File: config.mk
export PLATFORM = sky130hd
export DESIGN_NAME = key_and_mouse_autorepeat
export DESIGN_NICKNAME = d
export VERILOG_FILES = /design/src/kmar_pkg.sv /design/src/kmar_keymap.sv /design/src/key_and_mouse_autorepeat.sv
export SDC_FILE = /design/constraint.sdc
export NUM_CORES = 2
export LEC_CHECK = 0
export BUFFER_PORTS_ARGS = -buffer_cell sky130_fd_sc_hd__buf_4
export CELL_PAD_IN_SITES_DETAIL_PLACEMENT = 0
export CELL_PAD_IN_SITES_GLOBAL_PLACEMENT = 1
export CORE_MARGIN = 10
export CORE_UTILIZATION = 49
export DETAILED_ROUTE_END_ITERATION = 16
export PLACE_DENSITY = 0.8
export SLEW_MARGIN = 10
export SYNTH_ARGS = -nofsm -noshare
export SYNTH_HDL_FRONTEND = slang
export SYNTH_SLANG_ARGS = --single-unit
File: constraint.sdc
create_clock -name clk -period 34.4 [get_ports clk]
set_input_delay 3.44 -clock clk [delete_from_list [all_inputs] [get_ports clk]]
set_output_delay 3.44 -clock clk [all_outputs]
set_load 0.02 [all_outputs]
File: src/kmar_pkg.sv
package kmar_pkg;

  localparam int KEY_CODES     = 512;
  localparam int STACK_DEPTH   = 32;
  localparam int MOUSE_BUTTONS = 8;

  localparam int KEY_AW = (KEY_CODES > 1) ? $clog2(KEY_CODES) : 1;
  localparam int SP_W   = (STACK_DEPTH > 1) ? $clog2(STACK_DEPTH) : 1;
  localparam int CNT_W  = $clog2(STACK_DEPTH + 1);

  localparam int KEY_W  = 9;
  localparam int CHAR_W = 16;
  localparam int BTN_W  = 4;
  localparam int TIME_W = 32;
  localparam int RATE_W = 16;
  localparam int HELD_W = 8;
  localparam int IN_W   = 72;
  localparam int OUT_W  = 64;
  localparam int CFG_AW = 8;

  localparam logic [KEY_W-1:0] MOD_RSHIFT = 9'd303;
  localparam logic [KEY_W-1:0] MOD_LALT   = 9'd308;

  typedef enum logic [2:0] {
    FN_KEY_DOWN   = 3'd0,
    FN_KEY_UP     = 3'd1,
    FN_MOUSE_DOWN = 3'd2,
    FN_MOUSE_UP   = 3'd3,
    FN_POLL       = 3'd4
  } func_t;

  typedef enum logic [CFG_AW-1:0] {
    CFG_KEY_DELAY   = 8'd0,
    CFG_KEY_RATE    = 8'd1,
    CFG_MOUSE_DELAY = 8'd2,
    CFG_MOUSE_RATE  = 8'd3
  } cfg_idx_t;

  // Key map entry and mouse repeat phase share the same coding.
  localparam logic [1:0] MAP_UP     = 2'd0;
  localparam logic [1:0] MAP_HELD   = 2'd1;
  localparam logic [1:0] MAP_REPEAT = 2'd2;

  localparam logic [1:0] DRAG_IDLE    = 2'd0;
  localparam logic [1:0] DRAG_PRESSED = 2'd1;
  localparam logic [1:0] DRAG_ACTIVE  = 2'd2;

  typedef struct packed {
    logic              en;
    logic [KEY_AW-1:0] addr;
    logic [1:0]        data;
  } map_wr_t;

  typedef struct packed {
    logic [CHAR_W-1:0] chr;
    logic [KEY_W-1:0]  key;
  } stk_entry_t;

  function automatic logic key_in_range(input logic [KEY_W-1:0] k);
    return 32'(k) < KEY_CODES;
  endfunction

  function automatic logic [KEY_AW-1:0] key_index(input logic [KEY_W-1:0] k);
    return KEY_AW'(k);
  endfunction

  function automatic logic is_modifier(input logic [KEY_W-1:0] k);
    return (k >= MOD_RSHIFT) && (k <= MOD_LALT);
  endfunction

endpackage

File: src/kmar_keymap.sv
module kmar_keymap
  import kmar_pkg::*;
(
  input  logic             clk,
  input  logic             rst_n,
  input  logic             rd_en,
  input  logic [KEY_W-1:0] rd_a_key,
  input  logic [KEY_W-1:0] rd_b_key,
  input  map_wr_t          wr,
  output logic [1:0]       rd_a_state,
  output logic [1:0]       rd_b_state,
  output logic             busy
);

  logic [1:0]        mem [KEY_CODES];
  logic              clr_r;
  logic [KEY_AW-1:0] clr_idx_r;
  logic [1:0]        a_q_r, b_q_r;
  logic              a_ok_r, b_ok_r;

  // Sweep zeros through every entry after reset.
  always_ff @(posedge clk) begin
    if (!rst_n) begin
      clr_r     <= 1'b1;
      clr_idx_r <= '0;
    end else if (clr_r) begin
      clr_idx_r <= clr_idx_r + 1'b1;
      if (32'(clr_idx_r) == KEY_CODES - 1) clr_r <= 1'b0;
    end
  end

  always_ff @(posedge clk) begin
    if (clr_r) begin
      mem[clr_idx_r] <= MAP_UP;
    end else if (wr.en) begin
      mem[wr.addr] <= wr.data;
    end
  end

  always_ff @(posedge clk) begin
    if (rd_en) begin
      a_q_r  <= mem[key_index(rd_a_key)];
      b_q_r  <= mem[key_index(rd_b_key)];
      a_ok_r <= key_in_range(rd_a_key);
      b_ok_r <= key_in_range(rd_b_key);
    end
  end

  assign rd_a_state = a_ok_r ? a_q_r : MAP_UP;
  assign rd_b_state = b_ok_r ? b_q_r : MAP_UP;
  assign busy       = clr_r;

endmodule

File: src/key_and_mouse_autorepeat.sv
// Typematic autorepeat engine for key and mouse events. Each accepted beat
// yields exactly one result beat. The accept edge issues reads of the key
// map RAM (repeat key and query key) and of the repeat stack RAM; the item
// then waits in the s1 registers until the output register can take it,
// when the result is computed and written back. in_tready stays low while
// an item waits there. A finished result waits in the output register
// without blocking the next accept. After reset the key map is cleared in a
// pass during which in_tready stays low; configuration writes are taken at any time.
module key_and_mouse_autorepeat
  import kmar_pkg::*;
(
  input  logic             clk,
  input  logic             rst_n,
  input  logic             in_tvalid,
  output logic             in_tready,
  // key_code[8:0], char_code[24:9], button[28:25], now_ms[60:29],
  // query_key[69:61], zero fill above
  input  logic [IN_W-1:0]  in_tdata,
  // func[2:0]
  input  logic [2:0]       in_tuser,
  output logic             out_tvalid,
  input  logic             out_tready,
  // last_key[8:0], last_char[24:9], last_pressed[33:25], last_released[42:34],
  // mouse_button[46:43], buttons_held[54:47], drag_state[56:55],
  // event_flag[57], query_state[59:58], zero fill above
  output logic [OUT_W-1:0] out_tdata,
  input  logic             cfg_valid,
  output logic             cfg_ready,
  input  logic [CFG_AW-1:0] cfg_addr,
  input  logic [RATE_W-1:0] cfg_data
);

  // configuration
  logic [RATE_W-1:0] key_delay_r, key_rate_r, mouse_delay_r, mouse_rate_r;

  // item in flight
  logic              s1_valid_r;
  logic [2:0]        s1_func_r;
  logic [KEY_W-1:0]  s1_key_r;
  logic [CHAR_W-1:0] s1_char_r;
  logic [BTN_W-1:0]  s1_button_r;
  logic [TIME_W-1:0] s1_now_r;
  logic [KEY_W-1:0]  s1_query_r;

  // engine state
  logic [KEY_W-1:0]  repeat_key_r, repeat_key_nxt;
  logic [CHAR_W-1:0] repeat_char_r, repeat_char_nxt;
  logic [CNT_W-1:0]  stack_count_r, stack_count_nxt;
  logic [TIME_W-1:0] key_time_r, key_time_nxt;
  logic [KEY_W-1:0]  frame_key_r, frame_key_nxt;
  logic [CHAR_W-1:0] frame_char_r, frame_char_nxt;
  logic [KEY_W-1:0]  pressed_key_r, pressed_key_nxt;
  logic [KEY_W-1:0]  released_key_r, released_key_nxt;
  logic [HELD_W-1:0] held_buttons_r, held_buttons_nxt;
  logic [BTN_W-1:0]  repeat_button_r, repeat_button_nxt;
  logic [1:0]        mouse_phase_r, mouse_phase_nxt;
  logic [1:0]        drag_r, drag_nxt;
  logic [TIME_W-1:0] mouse_time_r, mouse_time_nxt;
  logic [BTN_W-1:0]  frame_button_r, frame_button_nxt;

  logic              out_valid_r;
  logic [OUT_W-1:0]  out_data_r, out_data_nxt;

  // memories
  stk_entry_t        stk_mem [STACK_DEPTH];
  stk_entry_t        stk_rd_r;
  logic [SP_W-1:0]   stk_rd_addr;
  logic              push;

  map_wr_t           map_wr;
  logic [1:0]        map_a_state, map_b_state;
  logic              map_busy;

  logic              in_accept, fire, poll, flag;
  logic [1:0]        query_state;
  logic              button_ok;
  logic [TIME_W-1:0] key_diff, mouse_diff;
  logic              key_due, mouse_due;

  assign cfg_ready  = 1'b1;
  assign in_tready  = !map_busy && !s1_valid_r;
  assign in_accept  = in_tvalid && in_tready;
  assign fire       = s1_valid_r && (!out_valid_r || out_tready);
  assign out_tvalid = out_valid_r;
  assign out_tdata  = out_data_r;

  always_ff @(posedge clk) begin
    if (!rst_n) begin
      key_delay_r   <= 16'd250;
      key_rate_r    <= 16'd33;
      mouse_delay_r <= 16'd200;
      mouse_rate_r  <= 16'd10;
    end else if (cfg_valid) begin
      unique case (cfg_addr)
        CFG_KEY_DELAY:   key_delay_r   <= cfg_data;
        CFG_KEY_RATE:    key_rate_r    <= cfg_data;
        CFG_MOUSE_DELAY: mouse_delay_r <= cfg_data;
        CFG_MOUSE_RATE:  mouse_rate_r  <= cfg_data;
        default: ;
      endcase
    end
  end

  kmar_keymap u_keymap (
    .clk        (clk),
    .rst_n      (rst_n),
    .rd_en      (in_accept),
    .rd_a_key   (repeat_key_r),
    .rd_b_key   (in_tdata[69:61]),
    .wr         (map_wr),
    .rd_a_state (map_a_state),
    .rd_b_state (map_b_state),
    .busy       (map_busy)
  );

  // Top of stack, read ahead at accept in case the item pops.
  assign stk_rd_addr = SP_W'(stack_count_r - 1'b1);

  always_ff @(posedge clk) begin
    if (in_accept) stk_rd_r <= stk_mem[stk_rd_addr];
    if (fire && push) stk_mem[SP_W'(stack_count_r)] <= '{chr: repeat_char_r, key: repeat_key_r};
  end

  always_ff @(posedge clk) begin
    if (in_accept) begin
      s1_func_r   <= in_tuser;
      s1_key_r    <= in_tdata[8:0];
      s1_char_r   <= in_tdata[24:9];
      s1_button_r <= in_tdata[28:25];
      s1_now_r    <= in_tdata[60:29];
      s1_query_r  <= in_tdata[69:61];
    end
  end

  assign key_diff   = s1_now_r - key_time_r;
  assign key_due    = key_diff > {16'd0, (map_a_state == MAP_HELD) ? key_delay_r : key_rate_r};
  assign mouse_diff = s1_now_r - mouse_time_r;
  assign mouse_due  = mouse_diff >
                      {16'd0, (mouse_phase_r == MAP_HELD) ? mouse_delay_r : mouse_rate_r};
  assign button_ok  = (s1_button_r != '0) && (32'(s1_button_r) <= MOUSE_BUTTONS);

  always_comb begin
    repeat_key_nxt    = repeat_key_r;
    repeat_char_nxt   = repeat_char_r;
    stack_count_nxt   = stack_count_r;
    key_time_nxt      = key_time_r;
    frame_key_nxt     = frame_key_r;
    frame_char_nxt    = frame_char_r;
    pressed_key_nxt   = pressed_key_r;
    released_key_nxt  = released_key_r;
    held_buttons_nxt  = held_buttons_r;
    repeat_button_nxt = repeat_button_r;
    mouse_phase_nxt   = mouse_phase_r;
    drag_nxt          = drag_r;
    mouse_time_nxt    = mouse_time_r;
    frame_button_nxt  = frame_button_r;
    map_wr            = '{en: 1'b0, addr: key_index(s1_key_r), data: MAP_UP};
    push              = 1'b0;
    flag              = 1'b0;
    poll              = 1'b0;

    unique case (s1_func_r)
      FN_KEY_DOWN: begin
        push = (repeat_key_r != '0) && !is_modifier(repeat_key_r) &&
               (32'(stack_count_r) < STACK_DEPTH);
        if (push) stack_count_nxt = stack_count_r + 1'b1;
        map_wr           = '{en: key_in_range(s1_key_r), addr: key_index(s1_key_r),
                             data: MAP_HELD};
        pressed_key_nxt  = s1_key_r;
        frame_key_nxt    = s1_key_r;
        frame_char_nxt   = s1_char_r;
        repeat_key_nxt   = s1_key_r;
        repeat_char_nxt  = s1_char_r;
        key_time_nxt     = s1_now_r;
        released_key_nxt = '0;
        flag             = 1'b1;
      end
      FN_KEY_UP: begin
        map_wr = '{en: key_in_range(s1_key_r), addr: key_index(s1_key_r), data: MAP_UP};
        if (repeat_key_r == s1_key_r) begin
          repeat_key_nxt  = '0;
          repeat_char_nxt = '0;
        end
        released_key_nxt = s1_key_r;
        flag             = 1'b1;
      end
      FN_MOUSE_DOWN: begin
        if (button_ok) begin
          frame_button_nxt  = s1_button_r;
          repeat_button_nxt = s1_button_r;
          held_buttons_nxt  = held_buttons_r | (HELD_W'(1) << (s1_button_r - 1'b1));
          mouse_phase_nxt   = MAP_HELD;
          drag_nxt          = DRAG_PRESSED;
          mouse_time_nxt    = s1_now_r;
          flag              = 1'b1;
        end
      end
      FN_MOUSE_UP: begin
        if (button_ok) begin
          held_buttons_nxt  = held_buttons_r & ~(HELD_W'(1) << (s1_button_r - 1'b1));
          repeat_button_nxt = '0;
          drag_nxt          = DRAG_IDLE;
          mouse_phase_nxt   = MAP_UP;
          flag              = 1'b1;
        end
      end
      FN_POLL: begin
        poll = 1'b1;
        if (map_a_state != MAP_UP) begin
          if (key_due) begin
            key_time_nxt = s1_now_r;
            if (map_a_state == MAP_HELD) begin
              map_wr = '{en: key_in_range(repeat_key_r), addr: key_index(repeat_key_r),
                         data: MAP_REPEAT};
            end
            frame_key_nxt  = repeat_key_r;
            frame_char_nxt = repeat_char_r;
            flag           = 1'b1;
          end
        end else if (stack_count_r != '0) begin
          // Released repeat key: resume the one pressed before it.
          stack_count_nxt = stack_count_r - 1'b1;
          repeat_key_nxt  = stk_rd_r.key;
          repeat_char_nxt = stk_rd_r.chr;
          key_time_nxt    = s1_now_r;
        end
        if (mouse_phase_r != MAP_UP) begin
          drag_nxt = (drag_r == DRAG_PRESSED) ? DRAG_IDLE : DRAG_ACTIVE;
          if (mouse_due) begin
            mouse_time_nxt = s1_now_r;
            if (mouse_phase_r == MAP_HELD) mouse_phase_nxt = MAP_REPEAT;
            frame_button_nxt = repeat_button_r;
            flag             = 1'b1;
          end
        end
      end
      default: ;
    endcase

    // Write back only when the item completes.
    map_wr.en = map_wr.en && fire;

    // Forward this item's own map write to the query read.
    if (map_wr.en && key_in_range(s1_query_r) && (map_wr.addr == key_index(s1_query_r)))
      query_state = map_wr.data;
    else
      query_state = map_b_state;

    out_data_nxt = {4'd0, query_state, flag, drag_nxt, held_buttons_nxt,
                    frame_button_nxt, released_key_nxt, pressed_key_nxt,
                    frame_char_nxt, frame_key_nxt};
  end

  always_ff @(posedge clk) begin
    if (!rst_n) begin
      s1_valid_r      <= 1'b0;
      out_valid_r     <= 1'b0;
      repeat_key_r    <= '0;
      repeat_char_r   <= '0;
      stack_count_r   <= '0;
      key_time_r      <= '0;
      frame_key_r     <= '0;
      frame_char_r    <= '0;
      pressed_key_r   <= '0;
      released_key_r  <= '0;
      held_buttons_r  <= '0;
      repeat_button_r <= '0;
      mouse_phase_r   <= MAP_UP;
      drag_r          <= DRAG_IDLE;
      mouse_time_r    <= '0;
      frame_button_r  <= '0;
    end else begin
      if (in_accept) s1_valid_r <= 1'b1;
      else if (fire) s1_valid_r <= 1'b0;

      if (fire) out_valid_r <= 1'b1;
      else if (out_tready) out_valid_r <= 1'b0;

      if (fire) begin
        repeat_key_r    <= repeat_key_nxt;
        repeat_char_r   <= repeat_char_nxt;
        stack_count_r   <= stack_count_nxt;
        key_time_r      <= key_time_nxt;
        pressed_key_r   <= pressed_key_nxt;
        released_key_r  <= released_key_nxt;
        held_buttons_r  <= held_buttons_nxt;
        repeat_button_r <= repeat_button_nxt;
        mouse_phase_r   <= mouse_phase_nxt;
        drag_r          <= drag_nxt;
        mouse_time_r    <= mouse_time_nxt;
        // A poll reports the frame values, then drops them.
        frame_key_r     <= poll ? '0 : frame_key_nxt;
        frame_char_r    <= poll ? '0 : frame_char_nxt;
        frame_button_r  <= poll ? '0 : frame_button_nxt;
      end
    end
  end

  always_ff @(posedge clk) begin
    if (fire) out_data_r <= out_data_nxt;
  end

endmodule

Word-level counts from Yosys, hierarchy flattened
Memories as Yosys holds them, arrays and structs flattened. A register that Yosys moved wholly into a read port is not among the register bits.
Cells that the tools add are included.
- memories: 2
- input bits: 104
- flip-flop bits (word level): 367
- word-level logic and storage cells: 196
- output and inout port bits: 67
- memory bits (writable): 1824
- equal/unequal tests: 24
- shifts and indexed selects: 1
- add/subtract/negate cells: 6
- bitwise gates (word level): 3
- $lt $le $gt $ge: 6
- reductions and logical operators: 42
- mux-type cells: 83
- memory list (name ; depth ; width ; read ports ; clocked after Yosys merged registers in ; wr ports ; RTL line ; text):
    u_keymap.mem ; 512 ; 2 ; 2 ; 2 ; 1 ; kmar_keymap.sv:15 ; logic [1:0] mem [KEY_CODES];
    stk_mem ; 32 ; 25 ; 1 ; 1 ; 1 ; key_and_mouse_autorepeat.sv:65 ; stk_entry_t stk_mem [STACK_DEPTH];
- operators by type and width (kind ; count):
    32-bit two-way mux ; 6
    16-bit two-way mux ; 8
    32-bit case mux with 2 select lines ; 2
    9-bit two-way mux ; 8
    32-bit by 16-bit > comparator with 1-bit output ; 2
    32-bit subtractor ; 2
    16-bit case mux with 3 select lines ; 1
    12-bit two-way mux ; 3
    12-bit case mux with 3 select lines ; 1
    9-bit case mux with 2 select lines ; 2
    16-bit case mux with 2 select lines ; 1
    9-bit case mux with 3 select lines ; 1
    4-bit two-way mux ; 6
    2-bit two-way mux ; 11
    1-bit two-way mux ; 21
    9-bit equality test ; 2
    6-bit two-way mux ; 3
    2-bit != test, second input constant ; 9
    8-bit by 2-bit equality test with 1-bit output, second input constant ; 2
    8-bit two-way mux ; 2
    4-bit case mux with 2 select lines ; 2
    8-bit case mux with 2 select lines ; 1
    5-bit AND reduction ; 3
    2-bit nonzero test ; 7
    35 further kinds ; 59

Logic depth before layout (Yosys ltp)
- word-level depth: 12
- mapped depth: 27
- depth with buffers taken out: 25

Hierarchy
A second synthesis with hierarchy kept.
- cell total of the unflattened synthesis: 6907
- area total of the unflattened synthesis: 102378.2 sq um
- modules (own cells, without submodules) (module ; seq. area each (sq um) ; times used ; cells each ; area each (sq um)):
    kmar_keymap ; 31069.8 ; 1 ; 3607 ; 51958.6
    key_and_mouse_autorepeat ; 33251.9 ; 1 ; 3300 ; 50419.6

Worst setup path before layout
OpenSTA, ideal clock, no wires.
- path kind: in2reg
- from: input port out_tready
- to: memory u_keymap.mem[0][1], data pin
- data arrival time: 30.739 ns
- path buffers: 1
- setup time: 5.405 ns
- stages: 4
- required time: 28.995 ns
- slack: -1.744 ns
- path through: nand2b_1 > nand2_1 > clkbuf_1 > nor4_1
- cells in the longest elaborated chain, start to end: 8
- ends and longest elaborated chain (what ; RTL line ; text):
    start: declaration ; key_and_mouse_autorepeat.sv:22 ; input logic out_tready,
    1-bit logical OR ; key_and_mouse_autorepeat.sv:83 ; assign fire = s1_valid_r && (!out_valid_r || out_tready);
    1-bit logical AND ; key_and_mouse_autorepeat.sv:83 ;
    1-bit logical AND ; key_and_mouse_autorepeat.sv:241 ; map_wr.en = map_wr.en && fire;
    1-bit two-way mux ; kmar_keymap.sv:35 ; end else if (wr.en) begin
    1-bit two-way mux ; kmar_keymap.sv:33 ; if (clr_r) begin
    1-bit two-way mux (implied by the code) ; kmar_keymap.sv:36 ; mem[wr.addr] <= wr.data;
    2-bit OR reduction (no line) ; -- ;
    2-bit two-way mux (no line) ; -- ;
    end: declaration ; kmar_keymap.sv:15 ;
Every way passes these cells.

Final worst setup path
- from: register s1_now_r[4]
- to: memory u_keymap.mem[363][0], enable pin
- cells in the longest elaborated chain, start to end: 11
- elaborated cells between the ends (all ways): 12
- those cells by class: add/sub (1); order compare (1); mux (8); reduce/logical (2)
- ends and longest elaborated chain (what ; RTL line ; text):
    start: declaration ; key_and_mouse_autorepeat.sv:42 ; logic [TIME_W-1:0] s1_now_r;
    start signal: assignment ; key_and_mouse_autorepeat.sv:130 ; s1_now_r <= in_tdata[60:29];
    32-bit subtractor (*) ; key_and_mouse_autorepeat.sv:135 ; assign key_diff = s1_now_r - key_time_r;
    32-bit by 16-bit > comparator with 1-bit output (*) ; key_and_mouse_autorepeat.sv:136 ; assign key_due = key_diff > {16'd0, (map_a_state == MAP_HELD) ? key_delay_r : key_rate_r};
    12-bit two-way mux (*) ; key_and_mouse_autorepeat.sv:210 ; if (key_due) begin
    12-bit two-way mux (*) ; key_and_mouse_autorepeat.sv:209 ; if (map_a_state != MAP_UP) begin
    12-bit case mux with 3 select lines (*) ; key_and_mouse_autorepeat.sv:162 ; unique case (s1_func_r)
    1-bit logical AND ; key_and_mouse_autorepeat.sv:241 ;
    1-bit two-way mux ; kmar_keymap.sv:35 ;
    1-bit two-way mux ; kmar_keymap.sv:33 ;
    1-bit two-way mux (implied by the code) ; kmar_keymap.sv:36 ;
    2-bit OR reduction (no line) ; -- ;
    9-bit two-way mux (no line) / 1-bit two-way mux (equally long branches) ; -- ;
Mark *: on every way between the ends. The rest lies on a longest branch, timed or not.

==> results.md <==
* Status: finished, final reports clean
* Met1 Usage GRT at 0.314
* Worst path required time at 34.92 ns
* Average routed wire per standard cell at 29.4 um
* DRT iter0 DRCs at 7266
* Reg2Reg Launch Point: s1_now_r[4]$_DFFE_PP_
* Layout area overhead at 11.3%
* Ys Warns at 0
* P per Cell Area at 48.4 nW/um2
* Post-cts repair resize count at 0
* Met3 Track Usage GR at 0.0439
* Vias at 57000
* Fmax at 116 MHz
* Sequential Area at 64300 um2
* TNS Setup at 0 ns
* CTS max path bufs at 3
* EDFF count, synth at 1986
* Slowest CP cell: o31ai_1
* Starting Density at 0.492
* Clk Latency, worst-skew pair at 0.86 ns
* Post-Synthesis Cells at 5904
* # rows at 166
* Post-synthesis sequential area ratio at 0.639
* Vias/cell at 6.44
* GRT Resource Usage Total at 0.229
* Hold Path Sink: frame_char_r[8]$_SDFFE_PN0P_
* Setup violators final at 0
* Worst Hold Depth at 2
* Max Cap Viol at 0
* Root buf cell: clkbuf_16
* Min-delay worst type: flip-flop to flip-flop
* Antenna Nets Post-Route at 0
* Global route overflow at 0
* Reg2Reg Depth at 23
* Synth cell types at 90
* Multi-input gate area at 34700 um2
* Post-Route WL at 260000 um
* Busiest layer in global routing: met2
* H-tree Lvls at 4
* WP data arrival at 9.12 ns
* Slew headroom at 0.127
* Slew Limit Fails at 0
* Core Region at 205000 um2
* P_leak at 37.4 nW
* Clock period minus final worst setup slack at 8.59 ns
* Top cell by count, worst path: a21o_1
* Hpwl dp at 150000 um
* Ys flop type: edfxtp_1
* Final #Nets at 6180
* Die width at 473 um
* R2R Setup Slk at 25.81 ns
* Die Ht at 473 um
* Tcrit/Tclk final at 0.250
* Post-CTS Setup Bufs at 0
* Tot Pwr at 5.42 mW
* Crit-path max cell delay at 0.88 ns
* Num CTS Buffers at 217
* Ratio of cells with drive above 1 in the final layout at 0.277
* Hold buffer count at cts at 0
* Crit. End Element: flip-flop
* Hold Startpoint: frame_char_r[8]$_SDFFE_PN0P_
* Clock skew at 0.0654 ns
* Num ports at 171
* Filler cell count at 15600
* Synth Register Bits at 2220
* Measured slew at the worst slew-check pin at 1.30 ns
* Synthesized cell area at 101000 um2
* Fin. Hold Viols at 0
* Router iterations before antenna repair at 6
* FF-to-FF End: u_keymap.mem[363][0]$_DFFE_PP_
* DRC viols at 0
* GPL Wtd Cong at 0.839
* Critical-path cell list: ha_1 > a21o_1 > a31oi_1 > a21boi_0 > a21o_1 > a21o_1 > a21o_1 > a21oi_1 > o21bai_1 > xor2_1 > ha_1 > nand4_1 > nor4_1 > a22oi_1 > a2111oi_0 > nand4_1 > nor4_4 > nor2_2 > buf_4 > mux2i_2 > o31ai_1 > nand2_4 > nor2_1
* Vias in the first global route at 57500
* Maximum vdd drop at 55.3 uV
* Antenna violations before repair at 8
* Critical Path Fanout Max at 32
* RSZ-0062 raised after global routing: no
* Die ar. at 224000 um2
* CP Launch Type: flip-flop
* Clock transition at the registers of the reported paths at 0.06 ns
* FFs w/ async S/R, synth at 0
* Buf/Inv on CP at 1
* Num Clock Sinks at 2220
* First-pass GRT wire length at 384000 um
* CTS tree: yes
* Met2 GRT Util at 0.374
* Largest net degree at the start of global routing at 226
* Input/output buffers at 163
* Critical Setup Path Class: flip-flop to flip-flop
* Synthesized area per cell at 17.1 um2
* CP delay by family, top: compound AO/OA/AOI/OAI gates
==> synth_stat cells (19+ instances only) <==
| cell | count | area (um2) |
|---|---|---|
| ha_1 | 101 | 1260 |
| nand4_1 | 23 | 144 |
| a22oi_1 | 27 | 203 |
| edfxtp_1 | 1986 | 59600 |
| a21oi_1 | 188 | 941 |
| nor2b_1 | 49 | 307 |
| mux4_2 | 930 | 20900 |
| nand3_1 | 66 | 330 |
| nor3_1 | 26 | 130 |
| mux2_2 | 50 | 563 |
| inv_1 | 103 | 387 |
| nor2_1 | 692 | 2600 |
| o21ai_0 | 115 | 576 |
| mux2i_1 | 128 | 1280 |
| o21a_1 | 19 | 143 |
| xnor2_1 | 33 | 289 |
| clkbuf_1 | 243 | 912 |
| xor2_1 | 33 | 289 |
| buf_2 | 78 | 390 |
| o31ai_1 | 33 | 248 |
| and2_1 | 37 | 231 |
| nand2_1 | 293 | 1100 |
| dfxtp_1 | 234 | 4680 |
| a21o_1 | 41 | 308 |
| buf_1 | 89 | 334 |
==> placed cells by master (no fill, tap or decap), types with 16 or more instances in the layout <==
cell / netlist / final
clkinv_1: 0 / 35
clkbuf_16: 0 / 219
nand4_1: 23 / 23
nand2_1: 293 / 281
buf_4: 7 / 266
o31ai_1: 33 / 33
edfxtp_1: 1986 / 1986
o21a_1: 19 / 18
a21o_1: 41 / 40
clkbuf_1: 243 / 52
ha_1: 101 / 100
xnor2_1: 33 / 31
and2_1: 37 / 35
o21ai_0: 115 / 115
a22oi_1: 27 / 27
nor2b_1: 49 / 47
mux2_2: 50 / 50
and3_1: 16 / 16
a21oi_1: 188 / 188
mux4_2: 930 / 930
bufinv_16: 0 / 24
mux2i_1: 128 / 128
xor2_1: 33 / 32
nand3_1: 66 / 66
nor2_1: 692 / 660
nand2b_1: 17 / 17
dfxtp_1: 234 / 226
clkinv_2: 0 / 39
nor3_1: 26 / 25
inv_1: 103 / 101
nor2_4: 0 / 32
==> metal layers <==
layer / vias up / part of all wire
met3: 427 / 0.093
met5: - / 0
met1: 29700 / 0.39
met4: 0 / 0.033
met2: 3048 / 0.49
li1: 23900 / -
==> cells by family after synthesis <==
kind of cell             count (synthesis)  share of synthesized area
other                                    2                  0.0000746
flip-flops                            2220                      0.639
XOR/XNOR                                66                    0.00574
AND/OR/NAND/NOR                       1292                     0.0570
multiplexers                          1111                      0.227
AO/OA/AOI/OAI                          581                     0.0372
buffers and inverters                  529                     0.0215
adder cells (fa/ha/maj)                103                     0.0129
==> report_power, final <==
part | total [mW] | switching (mW) | internal, mW | leakage (nW)
registers | 2.90 | 0.00107 | 2.89 | 22.3
logic | 0.121 | 0.0680 | 0.0527 | 11.7
clock network | 2.41 | 1.03 | 1.38 | 3.50
total | 5.42 | 1.09 | 4.33 | 37.4
==> tightest hold or removal path: stages (launching register included) <==
cell and delay (ns):
dfxtp_1 0.31, nand2_1 0.05, a21oi_1 0.05
==> cell type report <==
type / instances / area share
Sequential cell: 2220 / 0.574
Multi-Input combinational cell: 3158 / 0.309
Tap cell: 2688 / 0.0300
Inverter: 104 / 0.00354
Clock inverter: 120 / 0.0118
Timing Repair Buffer: 272 / 0.0188
Antenna cell: 5 / 0.000112
Clock buffer: 285 / 0.0524
==> worst max path at each step <==
| stage | endpoint | cells after the start | start |
|---|---|---|---|
| finish | u_keymap.mem[363][0]$_DFFE_PP_ | 23 | s1_now_r[4]$_DFFE_PP_ |
| global route | u_keymap.mem[203][0]$_DFFE_PP_ | 23 | s1_now_r[4]$_DFFE_PP_ |
| CTS | u_keymap.mem[251][1]$_DFFE_PP_ | 23 | s1_now_r[4]$_DFFE_PP_ |
| detailed placement | u_keymap.b_q_r[0]$_DFFE_PP_ | 8 | in_tdata[62] |
| global placement | u_keymap.b_q_r[1]$_DFFE_PP_ | 8 | in_tdata[62] |
| floorplan | u_keymap.mem[0][0]$_DFFE_PP_ | 5 | out_tready |
==> sequential cells by signal, summed over array words and instances, names as in the netlist, 9 cells and up <==
register            flops
frame_char_r           16
frame_key_r             9
key_delay_r            16
key_rate_r             16
key_time_r             32
mouse_delay_r          16
mouse_rate_r           16
mouse_time_r           32
out_tdata              60
pressed_key_r           9
released_key_r          9
repeat_char_r          16
repeat_key_r            9
s1_char_r              16
s1_key_r                9
s1_now_r               32
s1_query_r              9
stk_mem               800
stk_rd_r               25
u_keymap.clr_idx_r      9
u_keymap.mem         1024
==> through the flow <==
step / hold WS [ns] / instance area (um2) / utilization / std cells / setup WS [ns]
6_report: 0.452 / 112000 / 0.548 / 8852 / 25.81
5_1_grt: 0.468 / 112000 / 0.548 / 8851 / 25.32
4_1_cts: 0.452 / 112000 / 0.548 / 8847 / 25.95
3_5_place_dp: 0.443 / 105000 / 0.513 / 8442 / 25.53
3_3_place_gp: 0.439 / 105000 / 0.513 / 8442 / 25.54
2_1_floorplan: 0.429 / 101000 / - / 5907 / 7.21
Power figures use the tool's default switching activity.
